File: src/rtl/gate_delay_burst_generator_macros.svh
// Assertion helpers for the gate delay / burst generator.
// Both macros sample on the rising edge of clock and are off during reset.
`ifndef GATE_DELAY_BURST_GENERATOR_MACROS_SVH
`define GATE_DELAY_BURST_GENERATOR_MACROS_SVH

// Consequent holds in the same cycle as the antecedent.
`define GDBG_ASSERT_SAME(label, ante, cons, msg) \
   label: assert property (@(posedge clock) disable iff (reset) (ante) |-> (cons)) \
      else $error(msg);

// Consequent holds in the cycle after the antecedent.
`define GDBG_ASSERT_NEXT(label, ante, cons, msg) \
   label: assert property (@(posedge clock) disable iff (reset) (ante) |=> (cons)) \
      else $error(msg);

`endif

File: src/rtl/gdbg_pkg.sv
package gdbg_pkg;

   localparam int PULSE_BITS    = 6;
   localparam int BURST_OFFSET  = 10;
   localparam int TIMES_SHIFT   = 5;
   localparam int TIMES_LIMIT   = 33;
   localparam int TIMES_CLAMP   = 32;
   localparam int WIDTH_SHIFT   = 2;
   localparam int RSP_DATA_BITS = 8;

   // Request field positions in tdata; the knob fields follow from bit 5.
   localparam int TICK_BIT      = 0;
   localparam int MODE_BIT      = 1;
   localparam int ENABLE_BIT    = 2;
   localparam int GATE_BIT      = 3;
   localparam int BUTTON_BIT    = 4;
   localparam int KNOB_LSB      = 5;

   typedef struct packed {
      logic                  trigger_latch;
      logic                  gate_level;
      logic                  prev_gate;
      logic                  prev_button;
      logic [PULSE_BITS-1:0] pulse_count;
   } gdbg_flags_type;

   localparam gdbg_flags_type FLAGS_RESET = '{
      trigger_latch: 1'b0,
      gate_level:    1'b0,
      prev_gate:     1'b0,
      prev_button:   1'b0,
      pulse_count:   PULSE_BITS'(1)
   };

endpackage

File: src/rtl/gdbg_eval.sv
module gdbg_eval #(
   parameter int COUNTER_BITS = 16,
   parameter int SAMPLE_BITS  = 10
) (
   input  logic                    tick,
   input  logic                    mode,
   input  logic                    enable,
   input  logic                    gate_level,
   input  logic                    button_level,
   input  logic [SAMPLE_BITS-1:0]  knob_one,
   input  logic [SAMPLE_BITS-1:0]  control_voltage,
   input  logic [SAMPLE_BITS-1:0]  knob_two,
   input  logic [COUNTER_BITS-1:0] counter_cur,
   input  gdbg_pkg::gdbg_flags_type flags_cur,
   output logic [COUNTER_BITS-1:0] counter_nxt,
   output gdbg_pkg::gdbg_flags_type flags_nxt,
   output logic                    level_out
);
   import gdbg_pkg::*;

   localparam int WideBits = (COUNTER_BITS > SAMPLE_BITS + 3) ? COUNTER_BITS
                                                              : SAMPLE_BITS + 3;
   localparam logic [COUNTER_BITS-1:0] CntMax = {COUNTER_BITS{1'b1}};

   logic [SAMPLE_BITS:0]   delay_sum;
   logic [SAMPLE_BITS-1:0] delay;
   logic [WideBits-1:0]    delay_w;
   logic [WideBits-1:0]    delay_end;
   logic [WideBits-1:0]    period;
   logic [WideBits-1:0]    half_period;
   logic [SAMPLE_BITS:0]   count_sum;
   logic [WideBits-1:0]    times_raw;
   logic [WideBits-1:0]    times;
   logic                   trig;
   logic [COUNTER_BITS-1:0] cnt_work;
   logic [WideBits-1:0]    cnt_w;

   assign delay_sum   = {1'b0, knob_one} + {1'b0, control_voltage};
   assign delay       = delay_sum[SAMPLE_BITS] ? {SAMPLE_BITS{1'b1}}
                                               : delay_sum[SAMPLE_BITS-1:0];
   assign delay_w     = WideBits'(delay);
   assign delay_end   = delay_w + (WideBits'(knob_two) << WIDTH_SHIFT) + WideBits'(1);
   assign period      = WideBits'(knob_one >> 1) + WideBits'(BURST_OFFSET);
   assign half_period = period >> 1;
   assign count_sum   = {1'b0, control_voltage} + {1'b0, knob_two};
   assign times_raw   = WideBits'(count_sum >> TIMES_SHIFT) + WideBits'(1);
   // A count past the limit folds back to the clamp value.
   assign times       = (times_raw > WideBits'(TIMES_LIMIT)) ? WideBits'(TIMES_CLAMP)
                                                             : times_raw;
   assign trig        = (gate_level && !flags_cur.prev_gate) ||
                        (!button_level && flags_cur.prev_button);

   always_comb begin
      cnt_work = counter_cur;
      if (tick && counter_cur != CntMax) begin
         cnt_work = counter_cur + COUNTER_BITS'(1);
      end
      flags_nxt = flags_cur;
      if (enable) begin
         flags_nxt.prev_gate   = gate_level;
         flags_nxt.prev_button = button_level;
         if (trig) begin
            flags_nxt.trigger_latch = 1'b1;
            if (mode) begin
               cnt_work = '0;
            end else begin
               flags_nxt.pulse_count = '0;
            end
         end
      end
      cnt_w = WideBits'(cnt_work);
      if (enable) begin
         if (mode) begin
            flags_nxt.gate_level = flags_nxt.trigger_latch && (cnt_w >= delay_w);
            if (flags_nxt.trigger_latch && cnt_w >= delay_end) begin
               flags_nxt.trigger_latch = 1'b0;
            end
         end else if (flags_nxt.trigger_latch &&
                      WideBits'(flags_nxt.pulse_count) <= times) begin
            if (cnt_w <= half_period) begin
               flags_nxt.gate_level = 1'b1;
            end else if (cnt_w < period) begin
               flags_nxt.gate_level = 1'b0;
            end else begin
               // End of one pulse period: restart the counter, level holds.
               cnt_work              = '0;
               flags_nxt.pulse_count = flags_nxt.pulse_count + PULSE_BITS'(1);
            end
         end
      end
      counter_nxt = cnt_work;
      level_out   = enable && flags_nxt.gate_level;
   end

endmodule

File: src/rtl/gate_delay_burst_generator.sv
// Channel | Ports     | Payload
// request | req_*     | tdata: tick, mode, enable, gate_level, button_level,
//         |           |        knob_one, control_voltage, knob_two
// response| rsp_*     | tdata: level_out
//
// One response per request. A request is registered, evaluated against the
// counter and flag registers, and written to the response register; a new
// request can enter every cycle while the response side is not stalled.
// Reset is synchronous and clears the counter, the flags and both valid bits.
// A stalled response holds the pipeline; the input register still takes a
// request while the response register is waiting, then tready drops.
module gate_delay_burst_generator #(
   parameter int COUNTER_BITS = 16,
   parameter int SAMPLE_BITS  = 10,
   localparam int ReqDataBits = ((5 + 3 * SAMPLE_BITS + 7) / 8) * 8
) (
   input  logic                   clock,
   input  logic                   reset,
   input  logic                   req_tvalid,
   output logic                   req_tready,
   // tick, mode, enable, gate_level, button_level, knob_one,
   // control_voltage, knob_two, zero fill
   input  logic [ReqDataBits-1:0] req_tdata,
   output logic                   rsp_tvalid,
   input  logic                   rsp_tready,
   // level_out, zero fill
   output logic [7:0]             rsp_tdata
);
   import gdbg_pkg::*;

   localparam int CvLsb = KNOB_LSB + SAMPLE_BITS;
   localparam int K2Lsb = KNOB_LSB + 2 * SAMPLE_BITS;

   logic                    stage_valid_ff;
   logic [ReqDataBits-1:0]  stage_data_ff;
   logic                    rsp_valid_ff;
   logic                    rsp_gate_ff;
   logic [COUNTER_BITS-1:0] cnt_ff;
   logic [COUNTER_BITS-1:0] cnt_in;
   gdbg_flags_type          flags_ff;
   gdbg_flags_type          flags_in;
   logic                    gate_in;
   logic                    advance;

   assign advance    = !rsp_valid_ff || rsp_tready;
   assign req_tready = !stage_valid_ff || advance;
   assign rsp_tvalid = rsp_valid_ff;
   assign rsp_tdata  = {(RSP_DATA_BITS - 1)'(0), rsp_gate_ff};

   gdbg_eval #(
      .COUNTER_BITS(COUNTER_BITS),
      .SAMPLE_BITS (SAMPLE_BITS)
   ) u_eval (
      .tick           (stage_data_ff[TICK_BIT]),
      .mode           (stage_data_ff[MODE_BIT]),
      .enable         (stage_data_ff[ENABLE_BIT]),
      .gate_level     (stage_data_ff[GATE_BIT]),
      .button_level   (stage_data_ff[BUTTON_BIT]),
      .knob_one       (stage_data_ff[KNOB_LSB +: SAMPLE_BITS]),
      .control_voltage(stage_data_ff[CvLsb +: SAMPLE_BITS]),
      .knob_two       (stage_data_ff[K2Lsb +: SAMPLE_BITS]),
      .counter_cur    (cnt_ff),
      .flags_cur      (flags_ff),
      .counter_nxt    (cnt_in),
      .flags_nxt      (flags_in),
      .level_out      (gate_in)
   );

   always_ff @(posedge clock) begin
      if (reset) begin
         stage_valid_ff <= 1'b0;
         rsp_valid_ff   <= 1'b0;
         cnt_ff         <= '0;
         flags_ff       <= FLAGS_RESET;
      end else begin
         if (req_tready) begin
            stage_valid_ff <= req_tvalid;
         end
         if (advance) begin
            rsp_valid_ff <= stage_valid_ff;
         end
         if (advance && stage_valid_ff) begin
            cnt_ff   <= cnt_in;
            flags_ff <= flags_in;
         end
      end
   end

   always_ff @(posedge clock) begin
      if (req_tvalid && req_tready) begin
         stage_data_ff <= req_tdata;
      end
      if (advance && stage_valid_ff) begin
         rsp_gate_ff <= gate_in;
      end
   end

`include "gate_delay_burst_generator_macros.svh"

   `GDBG_ASSERT_SAME(a_ready_low_only_when_full, !req_tready, stage_valid_ff && rsp_valid_ff && !rsp_tready, "request side stalled without a full pipeline")
   `GDBG_ASSERT_NEXT(a_stage_reaches_response, advance && stage_valid_ff, rsp_tvalid, "evaluated request produced no response")
   `GDBG_ASSERT_NEXT(a_disabled_keeps_flags, advance && stage_valid_ff && !stage_data_ff[ENABLE_BIT], flags_ff == $past(flags_ff), "disabled request changed the flag registers")

endmodule

File: config.mk
export PLATFORM = sky130hd
export DESIGN_NAME = gate_delay_burst_generator
export DESIGN_NICKNAME = d
export VERILOG_FILES = /design/src/rtl/gdbg_pkg.sv /design/src/rtl/gdbg_eval.sv /design/src/rtl/gate_delay_burst_generator.sv
export VERILOG_INCLUDE_DIRS = /design/src /design/src/rtl
export SDC_FILE = /design/constraint.sdc
export NUM_CORES = 1
export LEC_CHECK = 0
export ABC_AREA = 0
export BUFFER_PORTS_ARGS = -buffer_cell sky130_fd_sc_hd__buf_4
export CORE_ASPECT_RATIO = 0.6
export CORE_MARGIN = 10
export CORE_UTILIZATION = 30
export CTS_CLUSTER_DIAMETER = 100
export CTS_CLUSTER_SIZE = 30
export DETAILED_ROUTE_END_ITERATION = 10
export PLACE_DENSITY = 0.48
export SLEW_MARGIN = 40
export SYNTH_ARGS = -nofsm -noshare
export SYNTH_HDL_FRONTEND = slang
export SYNTH_SLANG_ARGS = --single-unit
File: constraint.sdc
create_clock -name clock -period 14.49 [get_ports clock]
set_clock_uncertainty 0.2 [all_clocks]
set_input_delay 0.7245 -clock clock [delete_from_list [all_inputs] [get_ports clock]]
set_output_delay 0.7245 -clock clock [all_outputs]
set_load 0.05 [all_outputs]
==> results.cfg <==
[power_and_ir_drop]
p_leak_nw = 2.92
pwr_density_cell_nw_per_um2 = 97.7
p_seq_share_pct = 31.5
p_sw_share_pct = 31.9
finalPower_uw = 663
power_frac_clock_pct = 38.3
p_int_uw = 451
switchingPower_uw = 212
peakVddDrop_mv = 0.0579
power_frac_comb_pct = 30.3

[global_routing]
busiest_layer = met1
grt_max_degree = 36
grt_use_met2_pct = 18.0
grt_pass1_wl_um = 25600
grt_use_met3_pct = 2.50
grt_use_total_pct = 12.3
antenna_found_initial = 0
met1_usage_pct = 18.2
grt_pass1_vias = 4852
overflow = 0

[outcome]
outcome = finished clean

[routing]
drt_pass1_iterations = 5
drc = 0
routed_via_density = 5.13
initialDrtViolationCount = 340
antenna_left = 0
vias = 4912
routedWlPerCell_um = 16.6
wirelength_um = 15900

[timing]
grt_setup_unrepaired = no
slew_violations = 0
period_minus_slack_ps = 6310
final.setup.tns_ps = 0
fmax_mhz = 159
slew_headroom_pct = 50.7
worst_hold_slack_ps = 287
tightest_slew_ps = 738
setup_violations = 0
hold_violations = 0
layout_worst_path_cycle_share_pct = 43.5

[clock_network]
cts_buffers = 9
cts_root_buffer = clkbuf_16
htree_levels = 3
clock_path_buffers = 2
hold_buffers = 0
cts_tree = done
clock_sinks = 64
path_clk_slew_ps = 60
insertion_delay_ps = 340
postCtsSetupRepairBufs = 0
ctsResizeCount = 0

[finish]
finalNetCount = 813
n_antenna_cell = 0
finalInstanceArea_um2 = 6790
area_growth_pct = 15.9
final_layout_size_suffix_gt1_share_pct = 12.6
post-route-util_pct = 35.6
layout_commonest_cell = ha_1
final_cell_mix = ha_1 (81), nand2_1 (53), nor2_1 (47)

[hold_path]
hold_path.class = flop to flop

[setup_path]
cp_num_buf_inv = 1
cp_cell_sequence = ha_1, nor2b_1, o21ai_0, a21o_1, a21oi_1, a21boi_0, nand2_1, ha_1, inv_1, fa_1, or3b_2, nor2_1, nand3_1, or4_1, xor2_1, ha_1, a21o_1, a21oi_1, nor2b_1, o21ai_0, o2111ai_1, a311oi_1
critical_path_class = flop to flop
crit_family = compound AO/OA/AOI/OAI gates
cp_max_fo = 5
arrival_ps = 6350
cp.required_ps = 14530
cp_slowest_cell = or4_1
critPathLaunchType = flop
crit_top_cell = ha_1
critical_path.max_stage_delay_ps = 560
worstSetupEndpointType = flop

[synth]
synth_area_per_cell_um2 = 9.07
synthDistinctLibCells = 81
netlist_instances = 646
ys_seq_area_share_pct = 28.0
yosys_register_bits = 64
ys_async_sr_fraction_pct = 0
synth-edff-count = 36
netlist_area_um2 = 5860
synthFlopType = edfxtp_1
yosys_warnings = 0

[run]
cap_violations = 0

[floorplanning]
initial_core_util_pct = 30.7
die_w_um = 200
core_um2 = 19100
die_h_um = 128
ios = 54
die_area_um2 = 25700
rows = 39

[placement]
place_area_um2 = 6430
dp_hpwl_um = 12600
gp_congestion = 0.827
io_buffers = 41
==> power groups by stage <==
stage	logic, mW	clock network [mW]	registers, mW
finish	0.201	0.254	0.208
global route	0.228	0.269	0.209
CTS	0.200	0.260	0.208
detailed placement	0.199	0	0.212
global placement	0.194	0	0.212
floorplan	0.156	0	0.208
==> cell type report <==
| type | instances | area (um^2) |
|---|---|---|
| clock buffers | 10 | 250 |
| clock inverters | 6 | 95.1 |
| fillers | 1923 | 12300 |
| inverters | 32 | 120 |
| multi-input cells | 535 | 4020 |
| flip-flops and latches | 64 | 1640 |
| well taps | 266 | 333 |
| repair buffers | 44 | 330 |
==> registers in the layout, summed over array words and instances, names as in the netlist <==
| name | count |
|---|---|
| stage_valid_ff | 1 |
| rsp_gate_ff | 1 |
| rsp_tvalid | 1 |
| cnt_ff | 16 |
| stage_data_ff | 35 |
| flags_ff | 10 |
==> synthesized netlist by cell type, types with 3 or more instances <==
cell	number	area share, %
a2111oi_0	3	0.45
a211oi_1	16	2.1
a21o_1	9	1.2
a21oi_1	31	2.6
a22o_1	9	1.3
and2_1	11	1.2
and3_1	4	0.43
buf_4	9	1.2
clkbuf_1	8	0.51
dfxtp_1	28	9.6
edfxtp_1	36	18
ha_1	81	17
inv_1	32	2.1
mux2_1	4	0.77
mux2i_1	5	0.85
nand2_1	53	3.4
nand2b_1	15	1.6
nand3_1	20	1.7
nand3b_1	6	0.77
nand4_1	9	0.96
nor2_1	48	3.1
nor2b_1	12	1.3
nor3_1	13	1.1
o2111ai_1	5	0.75
o211a_1	3	0.51
o211ai_1	12	1.5
o21a_1	8	1.0
o21ai_0	21	1.8
o21ai_1	4	0.34
o311ai_0	3	0.45
o31a_1	3	0.45
o31ai_1	4	0.51
or2_2	5	0.53
or3_1	10	1.1
or4_1	3	0.38
xnor2_1	23	3.4
xor2_1	23	3.4
==> path summary, 6_finish.rpt <==
check        slack [ps]  depth (start not counted)           to              from
max                8180                         22  flags_ff[9]  stage_data_ff[7]
min                 290                          2  flags_ff[6]       flags_ff[6]
min reg2reg         290                          2  flags_ff[6]       flags_ff[6]
max reg2reg        8180                         22  flags_ff[9]  stage_data_ff[7]
==> kinds of logic (layout without fill, tap and decap cells) <==
kind of cell	count (synthesis)	in the layout	share of synthesized area [%]
XOR/XNOR	47	47	7.26
AO/OA/AOI/OAI	157	157	19.6
AND/OR/NAND/NOR	229	229	21.0
buffers and inverters	53	92	4.02
flip-flops	64	64	28.0
multiplexers	10	10	1.82
other	2	8	0.128
adder cells (fa/ha/maj)	84	84	18.2
==> per-layer routing <==
metal	part of all wire [%]	up-vias
met4	0.43	0
met2	40	84
met1	55	2339
met5	0	-
li1	-	2483
met3	3.8	6
==> worst register-to-register path, stage by stage, from the launching register on <==
cell,delay (ps)
edfxtp_1,540
ha_1,400
nor2b_1,140
o21ai_0,280
a21o_1,190
a21oi_1,110
a21boi_0,430
nand2_1,140
ha_1,250
inv_1,90
fa_1,470
or3b_2,500
nor2_1,190
nand3_1,140
or4_1,560
xor2_1,200
ha_1,330
a21o_1,180
a21oi_1,140
nor2b_1,60
o21ai_0,160
o2111ai_1,200
a311oi_1,320
==> stage by stage <==
step / std cells / setup slack, ps
final: 957 / 8180
after global routing: 957 / 7790
after CTS: 956 / 8240
after detailed placement: 940 / 8330
after global placement: 940 / 8390
after floorplan: 652 / 8940
Note: power is estimated with default switching activity, not from simulation.
